===== src/hdl/rcm_pkg.sv =====
package rcm_pkg;

  localparam int CFG_INDEX_W = 3;
  localparam int CFG_DATA_W  = 16;
  localparam int IN_DATA_W   = 40;
  localparam int OUT_DATA_W  = 80;

  localparam logic [CFG_INDEX_W-1:0] REG_STICK_CENTER   = 3'd0;
  localparam logic [CFG_INDEX_W-1:0] REG_DEAD_BAND      = 3'd1;
  localparam logic [CFG_INDEX_W-1:0] REG_LEFT_SERVO_MAX = 3'd2;
  localparam logic [CFG_INDEX_W-1:0] REG_LEFT_SERVO_MIN = 3'd3;
  localparam logic [CFG_INDEX_W-1:0] REG_MID_SERVO_MAX  = 3'd4;
  localparam logic [CFG_INDEX_W-1:0] REG_MID_SERVO_MIN  = 3'd5;

  localparam logic [2:0] STEP_NONE   = 3'd0;
  localparam logic [2:0] STEP_ROT_S  = 3'd1;
  localparam logic [2:0] STEP_ROT_D  = 3'd2;
  localparam logic [2:0] STEP_DUTY_X = 3'd3;
  localparam logic [2:0] STEP_DUTY_Y = 3'd4;
  localparam logic [2:0] STEP_FINAL  = 3'd5;

  localparam logic [1:0] BRIDGE_BRAKE = 2'd3;
  localparam logic [1:0] BRIDGE_ONE   = 2'd1;
  localparam logic [1:0] BRIDGE_TWO   = 2'd2;

  localparam logic [26:0] ROT_K     = 27'd46341;
  localparam logic [26:0] RECIP_POS = 27'd1191882;
  localparam logic [26:0] RECIP_NEG = 27'd2145387;
  localparam logic [26:0] RECIP_PWM = 27'd32800032;

  localparam logic [9:0] DUTY_FULL = 10'd1023;

  typedef struct packed {
    logic       load_in;
    logic [2:0] step;
    logic       load_out;
  } cmd_t;

endpackage


===== src/hdl/rcm_ctrl.sv =====
module rcm_ctrl (
  input  logic          clk,
  input  logic          rst,
  input  logic          in_valid,
  output logic          in_ready,
  output logic          out_valid,
  input  logic          out_ready,
  output rcm_pkg::cmd_t cmd
);

  localparam logic [2:0] S_IDLE   = 3'd0;
  localparam logic [2:0] S_ROT_S  = 3'd1;
  localparam logic [2:0] S_ROT_D  = 3'd2;
  localparam logic [2:0] S_DUTY_X = 3'd3;
  localparam logic [2:0] S_DUTY_Y = 3'd4;
  localparam logic [2:0] S_FINAL  = 3'd5;

  logic [2:0] state;
  logic [2:0] state_next;
  logic       out_free;

  assign out_free = !out_valid || out_ready;
  assign in_ready = (state == S_IDLE);

  always_comb begin
    state_next   = state;
    cmd.load_in  = 1'b0;
    cmd.step     = rcm_pkg::STEP_NONE;
    cmd.load_out = 1'b0;
    unique case (state)
      S_IDLE: begin
        if (in_valid) begin
          cmd.load_in = 1'b1;
          state_next  = S_ROT_S;
        end
      end
      S_ROT_S: begin
        cmd.step   = rcm_pkg::STEP_ROT_S;
        state_next = S_ROT_D;
      end
      S_ROT_D: begin
        cmd.step   = rcm_pkg::STEP_ROT_D;
        state_next = S_DUTY_X;
      end
      S_DUTY_X: begin
        cmd.step   = rcm_pkg::STEP_DUTY_X;
        state_next = S_DUTY_Y;
      end
      S_DUTY_Y: begin
        cmd.step   = rcm_pkg::STEP_DUTY_Y;
        state_next = S_FINAL;
      end
      S_FINAL: begin
        cmd.step = rcm_pkg::STEP_FINAL;
        if (out_free) begin
          cmd.load_out = 1'b1;
          state_next   = S_IDLE;
        end
      end
      default: begin
        state_next = S_IDLE;
      end
    endcase
  end

  always_ff @(posedge clk) begin
    if (rst) begin
      state     <= S_IDLE;
      out_valid <= 1'b0;
    end else begin
      state <= state_next;
      if (cmd.load_out) begin
        out_valid <= 1'b1;
      end else if (out_ready) begin
        out_valid <= 1'b0;
      end
    end
  end

`ifndef SYNTH
  a_load_reaches_final: assert property (@(posedge clk) disable iff (rst)
    cmd.load_in |-> ##5 (state == S_FINAL))
    else $error("item did not reach the final step on time");

  a_no_overwrite: assert property (@(posedge clk) disable iff (rst)
    cmd.load_out |-> (!out_valid || out_ready))
    else $error("result register overwritten while held");

  a_load_sets_valid: assert property (@(posedge clk) disable iff (rst)
    cmd.load_out |=> out_valid)
    else $error("result loaded but not presented");
`endif

endmodule


===== src/hdl/rcm_dp.sv =====
module rcm_dp #(
  parameter int TIMER_BITS = 16
) (
  input  logic                                clk,
  input  logic                                rst,
  input  rcm_pkg::cmd_t                       cmd,
  input  logic [rcm_pkg::IN_DATA_W-1:0]       in_data,
  output logic [rcm_pkg::OUT_DATA_W-1:0]      out_data,
  input  logic                                cfg_wr_en,
  input  logic [rcm_pkg::CFG_INDEX_W-1:0]     cfg_index,
  input  logic [rcm_pkg::CFG_DATA_W-1:0]      cfg_wdata
);

  localparam int CAPTURE_BITS = (TIMER_BITS < 16) ? TIMER_BITS : 16;
  localparam logic [15:0] WIDTH_MASK = 16'((17'(1) << CAPTURE_BITS) - 17'(1));

  logic [15:0] stick_center;
  logic [7:0]  dead_band;
  logic [12:0] left_servo_max;
  logic [12:0] left_servo_min;
  logic [12:0] mid_servo_max;
  logic [12:0] mid_servo_min;
  logic [12:0] left_servo_pos;
  logic [12:0] mid_servo_pos;

  logic signed [17:0] s_sum;
  logic signed [17:0] s_dif;
  logic [3:0]         keys;
  logic signed [17:0] rx;
  logic signed [17:0] ry;
  logic [9:0]         xd_mag;
  logic               xd_neg;
  logic [9:0]         yd_mag;
  logic               yd_neg;

  logic [1:0]  m1_bridge;
  logic [14:0] m1_pwm;
  logic [1:0]  m2_bridge;
  logic [9:0]  m2_pwm;
  logic [1:0]  m3_bridge;
  logic [9:0]  m3_pwm;
  logic [1:0]  m4_bridge;
  logic [9:0]  m4_pwm;
  logic [12:0] left_servo_duty;
  logic [12:0] mid_servo_duty;

  logic [15:0]        ch1;
  logic [15:0]        ch2;
  logic signed [16:0] x_in;
  logic signed [16:0] y_in;

  logic signed [26:0] mul_a;
  logic signed [18:0] mul_b;
  logic signed [45:0] mul_p;
  logic signed [45:0] rot_adj;
  logic signed [17:0] rot_q;

  logic signed [17:0] ax;
  logic signed [17:0] ax_negated;
  logic [9:0]         ax_mag;
  logic signed [17:0] db_s;
  logic               ax_pos_hi;
  logic               ax_neg_hi;
  logic               ax_in_db;
  logic [9:0]         duty_mag;

  logic       spin_right;
  logic       spin_left;
  logic [9:0] d1_mag, d2_mag, d3_mag, d4_mag;
  logic       d1_neg, d2_neg, d3_neg, d4_neg;

  logic k1, k2, k3, k4;

  function automatic logic [1:0] bridge_code(input logic neg, input logic [9:0] mag,
                                             input logic [1:0] pos_code,
                                             input logic [1:0] neg_code);
    logic [1:0] code;
    if (mag == 10'd0) begin
      code = rcm_pkg::BRIDGE_BRAKE;
    end else if (neg) begin
      code = neg_code;
    end else begin
      code = pos_code;
    end
    return code;
  endfunction

  assign ch1  = in_data[15:0] & WIDTH_MASK;
  assign ch2  = in_data[31:16] & WIDTH_MASK;
  assign x_in = $signed({1'b0, ch2}) - $signed({1'b0, stick_center});
  assign y_in = $signed({1'b0, ch1}) - $signed({1'b0, stick_center});

  assign k1 = keys[0];
  assign k2 = keys[1];
  assign k3 = keys[2];
  assign k4 = keys[3];

  assign ax         = (cmd.step == rcm_pkg::STEP_DUTY_Y) ? ry : rx;
  assign ax_negated = -ax;
  assign ax_mag     = ax[17] ? ax_negated[9:0] : ax[9:0];
  assign db_s       = $signed({10'b0, dead_band});
  assign ax_pos_hi  = ax > 18'sd900;
  assign ax_neg_hi  = ax < -18'sd500;
  assign ax_in_db   = (ax > -db_s) && (ax < db_s);

  always_comb begin
    mul_a = rcm_pkg::ROT_K;
    mul_b = 19'(s_sum);
    unique case (cmd.step)
      rcm_pkg::STEP_ROT_S: begin
        mul_a = rcm_pkg::ROT_K;
        mul_b = 19'(s_sum);
      end
      rcm_pkg::STEP_ROT_D: begin
        mul_a = rcm_pkg::ROT_K;
        mul_b = 19'(s_dif);
      end
      rcm_pkg::STEP_DUTY_X, rcm_pkg::STEP_DUTY_Y: begin
        mul_a = ax[17] ? rcm_pkg::RECIP_NEG : rcm_pkg::RECIP_POS;
        mul_b = $signed({9'b0, ax_mag});
      end
      rcm_pkg::STEP_FINAL: begin
        mul_a = rcm_pkg::RECIP_PWM;
        mul_b = $signed({9'b0, d1_mag});
      end
      default: begin
        mul_a = rcm_pkg::ROT_K;
        mul_b = 19'(s_sum);
      end
    endcase
  end

  assign mul_p   = mul_a * mul_b;
  assign rot_adj = mul_p + (mul_p[45] ? 46'sd65535 : 46'sd0);
  assign rot_q   = rot_adj[33:16];

  always_comb begin
    if (ax_pos_hi || ax_neg_hi) begin
      duty_mag = rcm_pkg::DUTY_FULL;
    end else if (ax_in_db) begin
      duty_mag = 10'd0;
    end else begin
      duty_mag = mul_p[29:20];
    end
  end

  assign spin_right = !k4 && !k3;
  assign spin_left  = !spin_right && !k2 && !k1;

  always_comb begin
    if (spin_right) begin
      d1_mag = rcm_pkg::DUTY_FULL;  d1_neg = 1'b1;
      d2_mag = rcm_pkg::DUTY_FULL;  d2_neg = 1'b0;
      d3_mag = rcm_pkg::DUTY_FULL;  d3_neg = 1'b1;
      d4_mag = rcm_pkg::DUTY_FULL;  d4_neg = 1'b0;
    end else if (spin_left) begin
      d1_mag = rcm_pkg::DUTY_FULL;  d1_neg = 1'b0;
      d2_mag = rcm_pkg::DUTY_FULL;  d2_neg = 1'b1;
      d3_mag = rcm_pkg::DUTY_FULL;  d3_neg = 1'b0;
      d4_mag = rcm_pkg::DUTY_FULL;  d4_neg = 1'b1;
    end else begin
      d1_mag = yd_mag;  d1_neg = yd_neg;
      d2_mag = xd_mag;  d2_neg = xd_neg;
      d3_mag = xd_mag;  d3_neg = xd_neg;
      d4_mag = yd_mag;  d4_neg = yd_neg;
    end
  end

  always_ff @(posedge clk) begin
    if (rst) begin
      stick_center   <= 16'd1550;
      dead_band      <= 8'd20;
      left_servo_max <= 13'd4600;
      left_servo_min <= 13'd2300;
      mid_servo_max  <= 13'd4000;
      mid_servo_min  <= 13'd2500;
    end else if (cfg_wr_en) begin
      unique case (cfg_index)
        rcm_pkg::REG_STICK_CENTER:   stick_center   <= cfg_wdata;
        rcm_pkg::REG_DEAD_BAND:      dead_band      <= cfg_wdata[7:0];
        rcm_pkg::REG_LEFT_SERVO_MAX: left_servo_max <= cfg_wdata[12:0];
        rcm_pkg::REG_LEFT_SERVO_MIN: left_servo_min <= cfg_wdata[12:0];
        rcm_pkg::REG_MID_SERVO_MAX:  mid_servo_max  <= cfg_wdata[12:0];
        rcm_pkg::REG_MID_SERVO_MIN:  mid_servo_min  <= cfg_wdata[12:0];
        default: begin
        end
      endcase
    end
  end

  always_ff @(posedge clk) begin
    if (rst) begin
      left_servo_pos <= 13'd3000;
      mid_servo_pos  <= 13'd3000;
    end else if (cmd.load_out) begin
      if (k2 && !k1 && (left_servo_pos < left_servo_max)) begin
        left_servo_pos <= left_servo_pos + 13'd1;
      end else if (k1 && !k2 && (left_servo_pos > left_servo_min)) begin
        left_servo_pos <= left_servo_pos - 13'd1;
      end
      if (k4 && !k3 && (mid_servo_pos < mid_servo_max)) begin
        mid_servo_pos <= mid_servo_pos + 13'd1;
      end else if (k3 && !k4 && (mid_servo_pos > mid_servo_min)) begin
        mid_servo_pos <= mid_servo_pos - 13'd1;
      end
    end
  end

  always_ff @(posedge clk) begin
    if (cmd.load_in) begin
      s_sum <= 18'(x_in) + 18'(y_in);
      s_dif <= 18'(y_in) - 18'(x_in);
      keys  <= in_data[35:32];
    end
    if (cmd.step == rcm_pkg::STEP_ROT_S) begin
      rx <= rot_q;
    end
    if (cmd.step == rcm_pkg::STEP_ROT_D) begin
      ry <= rot_q;
    end
    if (cmd.step == rcm_pkg::STEP_DUTY_X) begin
      xd_mag <= duty_mag;
      xd_neg <= ax[17];
    end
    if (cmd.step == rcm_pkg::STEP_DUTY_Y) begin
      yd_mag <= duty_mag;
      yd_neg <= ax[17];
    end
    if (cmd.load_out) begin
      m1_bridge       <= bridge_code(d1_neg, d1_mag, rcm_pkg::BRIDGE_TWO, rcm_pkg::BRIDGE_ONE);
      m1_pwm          <= mul_p[34:20];
      m2_bridge       <= bridge_code(d2_neg, d2_mag, rcm_pkg::BRIDGE_ONE, rcm_pkg::BRIDGE_TWO);
      m2_pwm          <= d2_mag;
      m3_bridge       <= bridge_code(d3_neg, d3_mag, rcm_pkg::BRIDGE_TWO, rcm_pkg::BRIDGE_ONE);
      m3_pwm          <= d3_mag;
      m4_bridge       <= bridge_code(d4_neg, d4_mag, rcm_pkg::BRIDGE_ONE, rcm_pkg::BRIDGE_TWO);
      m4_pwm          <= d4_mag;
      left_servo_duty <= left_servo_pos;
      mid_servo_duty  <= mid_servo_pos;
    end
  end

  assign out_data = {1'b0, mid_servo_duty, left_servo_duty, m4_pwm, m4_bridge, m3_pwm,
                     m3_bridge, m2_pwm, m2_bridge, m1_pwm, m1_bridge};

`ifndef SYNTH
  a_servo_holds: assert property (@(posedge clk) disable iff (rst)
    !cmd.load_out |=> $stable(left_servo_pos) && $stable(mid_servo_pos))
    else $error("servo position moved outside a result load");

  a_brake_no_pwm: assert property (@(posedge clk) disable iff (rst)
    $past(cmd.load_out) && (m1_bridge == rcm_pkg::BRIDGE_BRAKE) |-> (m1_pwm == 15'd0))
    else $error("motor 1 braked with nonzero pwm");
`endif

endmodule


===== src/hdl/rc_stick_to_four_motor_mixer_top.sv =====
// An accepted beat passes ROT_S, ROT_D, DUTY_X, DUTY_Y and FINAL, and FINAL waits while
// the output register still holds a result. A new beat is taken only while idle; one shared
// multiplier forms five products per item. A finished result waits in the output register
// while the next beat is taken in. Reset is synchronous: it clears control, restores
// register defaults and sets both servo positions to 3000.
module rc_stick_to_four_motor_mixer_top #(
  parameter int TIMER_BITS = 16
) (
  input  logic                                clk,
  input  logic                                rst,
  input  logic                                s_axis_tvalid,
  output logic                                s_axis_tready,
  // ch1_width[15:0], ch2_width[31:16], key1_level..key4_level[35:32], zero fill.
  input  logic [rcm_pkg::IN_DATA_W-1:0]       s_axis_tdata,
  output logic                                m_axis_tvalid,
  input  logic                                m_axis_tready,
  // m1_bridge, m1_pwm, m2_bridge, m2_pwm, m3_bridge, m3_pwm, m4_bridge, m4_pwm,
  // left_servo_duty, mid_servo_duty from the lowest bit up, zero fill.
  output logic [rcm_pkg::OUT_DATA_W-1:0]      m_axis_tdata,
  input  logic                                cfg_wr_en,
  input  logic [rcm_pkg::CFG_INDEX_W-1:0]     cfg_index,
  input  logic [rcm_pkg::CFG_DATA_W-1:0]      cfg_wdata
);

  rcm_pkg::cmd_t cmd;

  rcm_ctrl u_ctrl (
    .clk       (clk),
    .rst       (rst),
    .in_valid  (s_axis_tvalid),
    .in_ready  (s_axis_tready),
    .out_valid (m_axis_tvalid),
    .out_ready (m_axis_tready),
    .cmd       (cmd)
  );

  rcm_dp #(
    .TIMER_BITS (TIMER_BITS)
  ) u_dp (
    .clk       (clk),
    .rst       (rst),
    .cmd       (cmd),
    .in_data   (s_axis_tdata),
    .out_data  (m_axis_tdata),
    .cfg_wr_en (cfg_wr_en),
    .cfg_index (cfg_index),
    .cfg_wdata (cfg_wdata)
  );

endmodule

===== config.mk =====
export PLATFORM = sky130hd
export DESIGN_NAME = rc_stick_to_four_motor_mixer_top
export DESIGN_NICKNAME = d
export VERILOG_FILES = /design/src/hdl/rcm_pkg.sv /design/src/hdl/rcm_ctrl.sv /design/src/hdl/rcm_dp.sv /design/src/hdl/rc_stick_to_four_motor_mixer_top.sv
export SDC_FILE = /design/constraint.sdc
export NUM_CORES = 1
export LEC_CHECK = 0
export BUFFER_PORTS_ARGS = -buffer_cell sky130_fd_sc_hd__buf_2
export CAP_MARGIN = 10
export CORE_ASPECT_RATIO = 0.8
export CORE_MARGIN = 4
export CORE_UTILIZATION = 65
export CTS_CLUSTER_DIAMETER = 60
export CTS_CLUSTER_SIZE = 12
export DETAILED_ROUTE_END_ITERATION = 10
export GPL_TIMING_DRIVEN = 0
export PLACE_DENSITY_LB_ADDON = 0.2
export SETUP_SLACK_MARGIN = 0.3
export SYNTH_ARGS = -nofsm -noshare
export SYNTH_HDL_FRONTEND = slang
export SYNTH_SLANG_ARGS = --single-unit
export TNS_END_PERCENT = 20

===== constraint.sdc =====
create_clock -name clk -period 25.9 [get_ports clk]
set_input_delay 1.295 -clock clk [delete_from_list [all_inputs] [get_ports clk]]
set_output_delay 1.295 -clock clk [all_outputs]
set_load 0.01 [all_outputs]

Yosys cells after proc, flatten, opt, wreduce, memory -nomap -nowiden
Index checks and enable logic that the tools add are counted.

Add/subtract/negate cells: 11. Multipliers: 1. Order comparisons: 8. Equal/unequal tests: 17. Mux-type cells: 38. Reduce and logical (&&, ||, !) cells: 37.

Operators by type and width (number): $mux 10 (7); $pmux 19 s3 (1); $mux 13 (4); $pmux 25 s2 (1); $mul 26x19->45 (1); $add 34x34->34 (1); $sub 16x16->17 (2); $add 13x1->13 const B (2); $gt 13x13->1 (2); $lt 13x13->1 (2); $sub 13x1->13 const B (2); $mux 22 (1); $logic_not 10->1 (2); $add 17x17->18 (1); $eq 3x2->1 const B (6); $eq 3x3->1 const B (6); $gt 18x11->1 const B (1); $gt 18x18->1 (1); $lt 18x10->1 const B (1); $lt 18x9->1 (1); $mux 18 (1); $neg 8->18 (1); $pmux 3 s6 (1); $reduce_and 2->1 (9); 16 further kinds (55).

Flip-flop bits (word level): 273. Input bits: 64. Output and inout port bits: 82. Logic and storage cells: 140.

Logic depth before layout (Yosys ltp)
Depth in word-level cells: 11. Depth in mapped cells: 47. Gate-level depth less buffers: 45.

By module
A second synthesis with hierarchy kept.

Cell total of the unflattened synthesis: 3129. Area, all modules: 29991.3 um^2.

Modules (own cells, without submodules): rcm_dp (instances 1, cells each 3102, area each 29752.3 um^2, sequential area each 7026.7 um^2); rcm_ctrl (instances 1, cells each 27, area each 239.0 um^2, sequential area each 80.1 um^2).

Worst setup path after synthesis
OpenSTA, ideal clock, no wires.

Path kind: register to register. From: register u_ctrl.state[2]. To: register u_dp.rx[12], data pin. Setup time: 0.262 ns. Data arrival time: 10.148 ns. Data required time: 25.638 ns. Path slack: 15.490 ns. Cell stages (with the launch flop): 43. Buffers on the path: 2. Period minus slack after synthesis: 10.410 ns. Cells stage by stage: dfxtp_1 > nor2b_1 > nand2b_1 > inv_2 > buf_4 > mux2i_1 > ha_1 > and3_1 > or2_2 > xor2_1 > nand2_1 > inv_1 > nor3_1 > o21ai_0 > fa_1 > inv_1 > fa_1 > fa_1 > (+7 left out) > ha_1 > buf_6 > and2_1 > a221o_1 > a21oi_1 > a31oi_1 > o31ai_1 > nand2_1 > ha_1 > inv_1 > a2111o_1 > a21oi_1 > o2111ai_1 > a22o_1 > a21o_1 > or3b_4 > nor3_4 > xnor2_1.

Word-level cells in the longest chain between the ends: 10. Elaborated cells on any way between the ends: 20. Those cells by class: add/sub (2); mul (1); eq/ne (9); mux (7); reduce/logical (1).

RTL lines: start: declaration (RTL line rcm_ctrl.sv:18) `logic [2:0] state;`; start signal: assignment (RTL line rcm_ctrl.sv:71) `state <= state_next;`; $eq 3x3->1, or another cell as far along (RTL line rcm_ctrl.sv:30) `unique case (state)`; $pmux 3 s5 * (RTL line rcm_ctrl.sv:30); $eq 3x3->1 (RTL line rcm_dp.sv:98, rcm_dp.sv:109); $mux 18 (RTL line rcm_dp.sv:98) `assign ax = (cmd.step == rcm_pkg::STEP_DUTY_Y) ? ry : rx;`; $neg 10->10 (RTL line rcm_dp.sv:99) `assign ax_negated = -ax;`; $mux 10 (RTL line rcm_dp.sv:100) `assign ax_mag = ax[17] ? ax_negated[9:0] : ax[9:0];`; $pmux 19 s3 (RTL line rcm_dp.sv:109) `unique case (cmd.step)`; $mul 26x19->45 * (RTL line rcm_dp.sv:133) `assign mul_p = mul_a * mul_b;`; $mux 16 (RTL line rcm_dp.sv:134) `assign rot_adj = mul_p + (mul_p[45] ? 46'sd65535 : 46'sd0);`; $add 34x34->34 * (RTL line rcm_dp.sv:134); net u_dp.rot_adj[28] (RTL line rcm_dp.sv:55) `logic signed [45:0] rot_adj;`; end signal: assignment (RTL line rcm_dp.sv:216) `rx <= rot_q;`; end: declaration (RTL line rcm_dp.sv:29) `logic signed [17:0] rx;`.

Mark *: on every way through the listed nets, which the timed path passes. The rest lies on a longest branch. A chain may end at the register's enable or synchronous reset.

Worst setup path in the final report
From: register u_ctrl.state[2]. To: register u_dp.rx[17], data pin.

Same word-level chain as after synthesis.

==> flow_summary.ini <==
[synthesis]
synth_ff_type = edfxtp_1
synth_area_per_cell_um2 = 9.600
synth_mux_area_frac = 0.01083
async_flop_share = 0
ys_types = 89
yosys-top-cells-area = fa_1, edfxtp_1, ha_1
synth-seq-cells = 272
synthXorXnorAreaFrac = 0.03894
synth_fa_ha_area_frac = 0.3891
synth_cells = 3116
ys_seq_area_frac = 0.2376
synth_commonest_cells = inv_1, ha_1, fa_1, nand2_1, nor2_1
synth_compound_area_frac = 0.1140
synth_edf_count = 166
synth_top_family_by_area = adder cells
yosys.area_share.simple = 0.1138
post-synth-top-count-cell = inv_1
yosys_warnings = 0
synthesis.area_um2 = 29910
synth_area_leader_cell = fa_1
synth_top_area_frac = 0.2235

[floorplan]
die_h_um = 199.9
fp.coreArea_um2 = 45630
num_rows = 70
die-width_um = 247.8
initial_core_util = 0.6555
die_area_um2 = 49540
ioPinCount = 146

[setup_path]
path_common_cell = fa_1
r2r-start = u_ctrl.state[2]$_SDFFE_PP0P_
crit_path_max_incr_delay_ps = 880
criticalPathCategory = flip-flop to flip-flop
critPathSlowestCell = mux2i_1
ff2ff_path_depth = 39
critPathArrivalTime_ps = 14600
critPathCaptureType = flip-flop
required_ps = 26180
cp_max_fo = 9
r2r_slack_ps = 11580
critPathLaunchType = flip-flop
worstReg2RegEnd = u_dp.rx[17]$_DFFE_PN_

[sta]
fin_worst_skew_ps = 25.11
layout_setup_ws_ps = 11580
grt_setup_unrepaired = no
slew_viol_final = 0
finalCriticalPeriod_ps = 14320
fin_setup_tns_ps = 0
min_period_over_period = 0.5529
finalHoldViolCount = 0
fmax_mhz = 69.84
setup_viol = 0
tightestPinTransition_ps = 1048
relSlewSlack = 0.2811

[hold_path]
hold_depth = 2
min-delay-start = u_dp.left_servo_min[10]$_SDFFE_PP0P_
hp-class = flip-flop to flip-flop
min_to = u_dp.left_servo_min[10]$_SDFFE_PP0P_

[route]
dr.pass1.iters = 5
routed_via_density = 5.694
drc = 0
routed_wl_um = 80920
drt_iter0_markers = 1598
wl_per_cell_um = 20.04
antenna_left = 0
vias = 23000

[outcome]
outcome = complete, no violations

[placed_design]
pre_cts_slack_ps = 12160
post-dp-hpwl_um = 68880
port_buffers = 139
routabilityCongestion = 1.023

[cts]
cts_buffers = 28
clk_latency_ps = 560
clock_path_buffers = 3
post_cts_buffers = 0
clk_pin_slew_ps = 60
tritoncts = done
ctsResizeCount = 0
cts-htree-levels = 1
clock_sinks = 272
cts_hold_buf = 0
cts_root_buf = clkbuf_16

[cells_and_area]
num-fill-cells = 3471
syn_to_final_growth_pct = 9.236
diodes = 0
drive_above_1_share = 0.06945
fin_nets = 4200
regArea_um2 = 7107
multi_input_area_um2 = 20400

[global_routing]
grt-ovfl-total = 0
antenna_found_initial = 4
first_global_vias = 23170
grt_max_degree = 52
grt_pass1_wl_um = 124000
grt_util_all_layers = 0.3243

[run]
drv_cap = 0
[per-stage QoR]
stage                     std cells  utilization  hold WS [ps]  area, um^2
final                          4039       0.7161         460.5       32680
after global placement         3987       0.6974         443.3       31820
after CTS                      4039       0.7161         461.3       32680
after floorplan                3236            -         433.6       30360
after global routing           4039       0.7161         486.4       32680
after detailed placement       3989       0.6981         450.8       31850
[layout by cell type (no fill, tap or decap), types with 11 or more instances in the layout]
master     instances
inv_1            655
ha_1             395
fa_1             334
nand2_1          237
nor2_1           177
edfxtp_1         166
a21oi_1          156
buf_2            141
conb_1           122
dfxtp_1          106
xnor2_1           97
clkbuf_1          69
o21ai_0           61
a21o_1            39
nor2b_1           38
nand3_1           38
nor3_1            36
xor2_1            36
a211o_1           33
or3_1             30
mux2i_1           29
nand2b_1          28
clkbuf_16         28
a22o_1            26
o21a_1            25
a31oi_1           21
and3_1            20
o21bai_1          20
nand3b_1          19
buf_4             18
nor4_1            18
nand4_1           14
a211oi_1          12
or2_2             11
[kinds of logic after synthesis]
family | after synthesis
DFF | 272
and+or+nand+nor | 707
muxes | 32
adders and majority gates | 730
AOI/OAI and AO/OA | 501
buffers and inverters | 739
xor gates and xnor gates | 133
other | 2
[routing by layer]
layer	part of all wire	routed length (um)	track usage	vias up
li1	-	-	-	10740
met5	0.0010	81	0	-
met1	0.43	34980	0.4599	11070
met3	0.11	8932	0.09896	192
met4	0.033	2671	0.09315	12
met2	0.42	34260	0.4876	990
[layout make-up]
| type | count | area share |
|---|---|---|
| Tap cell | 612 | 0.02343 |
| Sequential cell | 272 | 0.2175 |
| Clock inverter | 6 | 0.001493 |
| Inverter | 657 | 0.07547 |
| Timing Repair Buffer | 141 | 0.02213 |
| Clock buffer | 44 | 0.02363 |
| Buffer | 82 | 0.01195 |
| Multi-Input combinational cell | 2225 | 0.6244 |
[sequential cells by signal, indices dropped and copies added, names as in the netlist, 13 cells and up]
signal and flops:
u_dp.stick_center 16, u_dp.left_servo_duty 13, u_dp.mid_servo_duty 13, u_dp.rx 18, u_dp.left_servo_max 13, u_dp.mid_servo_max 13, u_dp.m1_pwm 15, u_dp.mid_servo_pos 13
u_dp.ry 18, u_dp.s_dif 18, u_dp.s_sum 17, u_dp.left_servo_pos 13, u_dp.left_servo_min 13, u_dp.mid_servo_min 13
[critical path, delay by kind of cell (launching register included)]
family,cells,cell delay (ps)
AO/OA/AOI/OAI,11,3590
multiplexers,1,880
flip-flops,1,470
AND/OR/NAND/NOR,11,3290
buffers and inverters,5,860
XOR/XNOR,2,710
adder cells (fa/ha/maj),9,4240
[worst max path at each step]
stage / start / to / slack, ps / cells after the start
floorplan: u_ctrl.state[2]$_SDFFE_PP0P_ / u_dp.rx[12]$_DFFE_PN_ / 15490 / 42
detailed placement: u_ctrl.state[2]$_SDFFE_PP0P_ / u_dp.ry[17]$_DFFE_PN_ / 12160 / 39
CTS: u_ctrl.state[2]$_SDFFE_PP0P_ / u_dp.rx[17]$_DFFE_PN_ / 12130 / 39
global placement: u_ctrl.state[2]$_SDFFE_PP0P_ / u_dp.rx[17]$_DFFE_PN_ / 12370 / 38
finish: u_ctrl.state[2]$_SDFFE_PP0P_ / u_dp.rx[17]$_DFFE_PN_ / 11580 / 39
global route: u_ctrl.state[2]$_SDFFE_PP0P_ / u_dp.rx[17]$_DFFE_PN_ / 11130 / 39
Power is not shown: default switching activity piles up to over one toggle a cycle in this logic, so the estimate is an artifact.
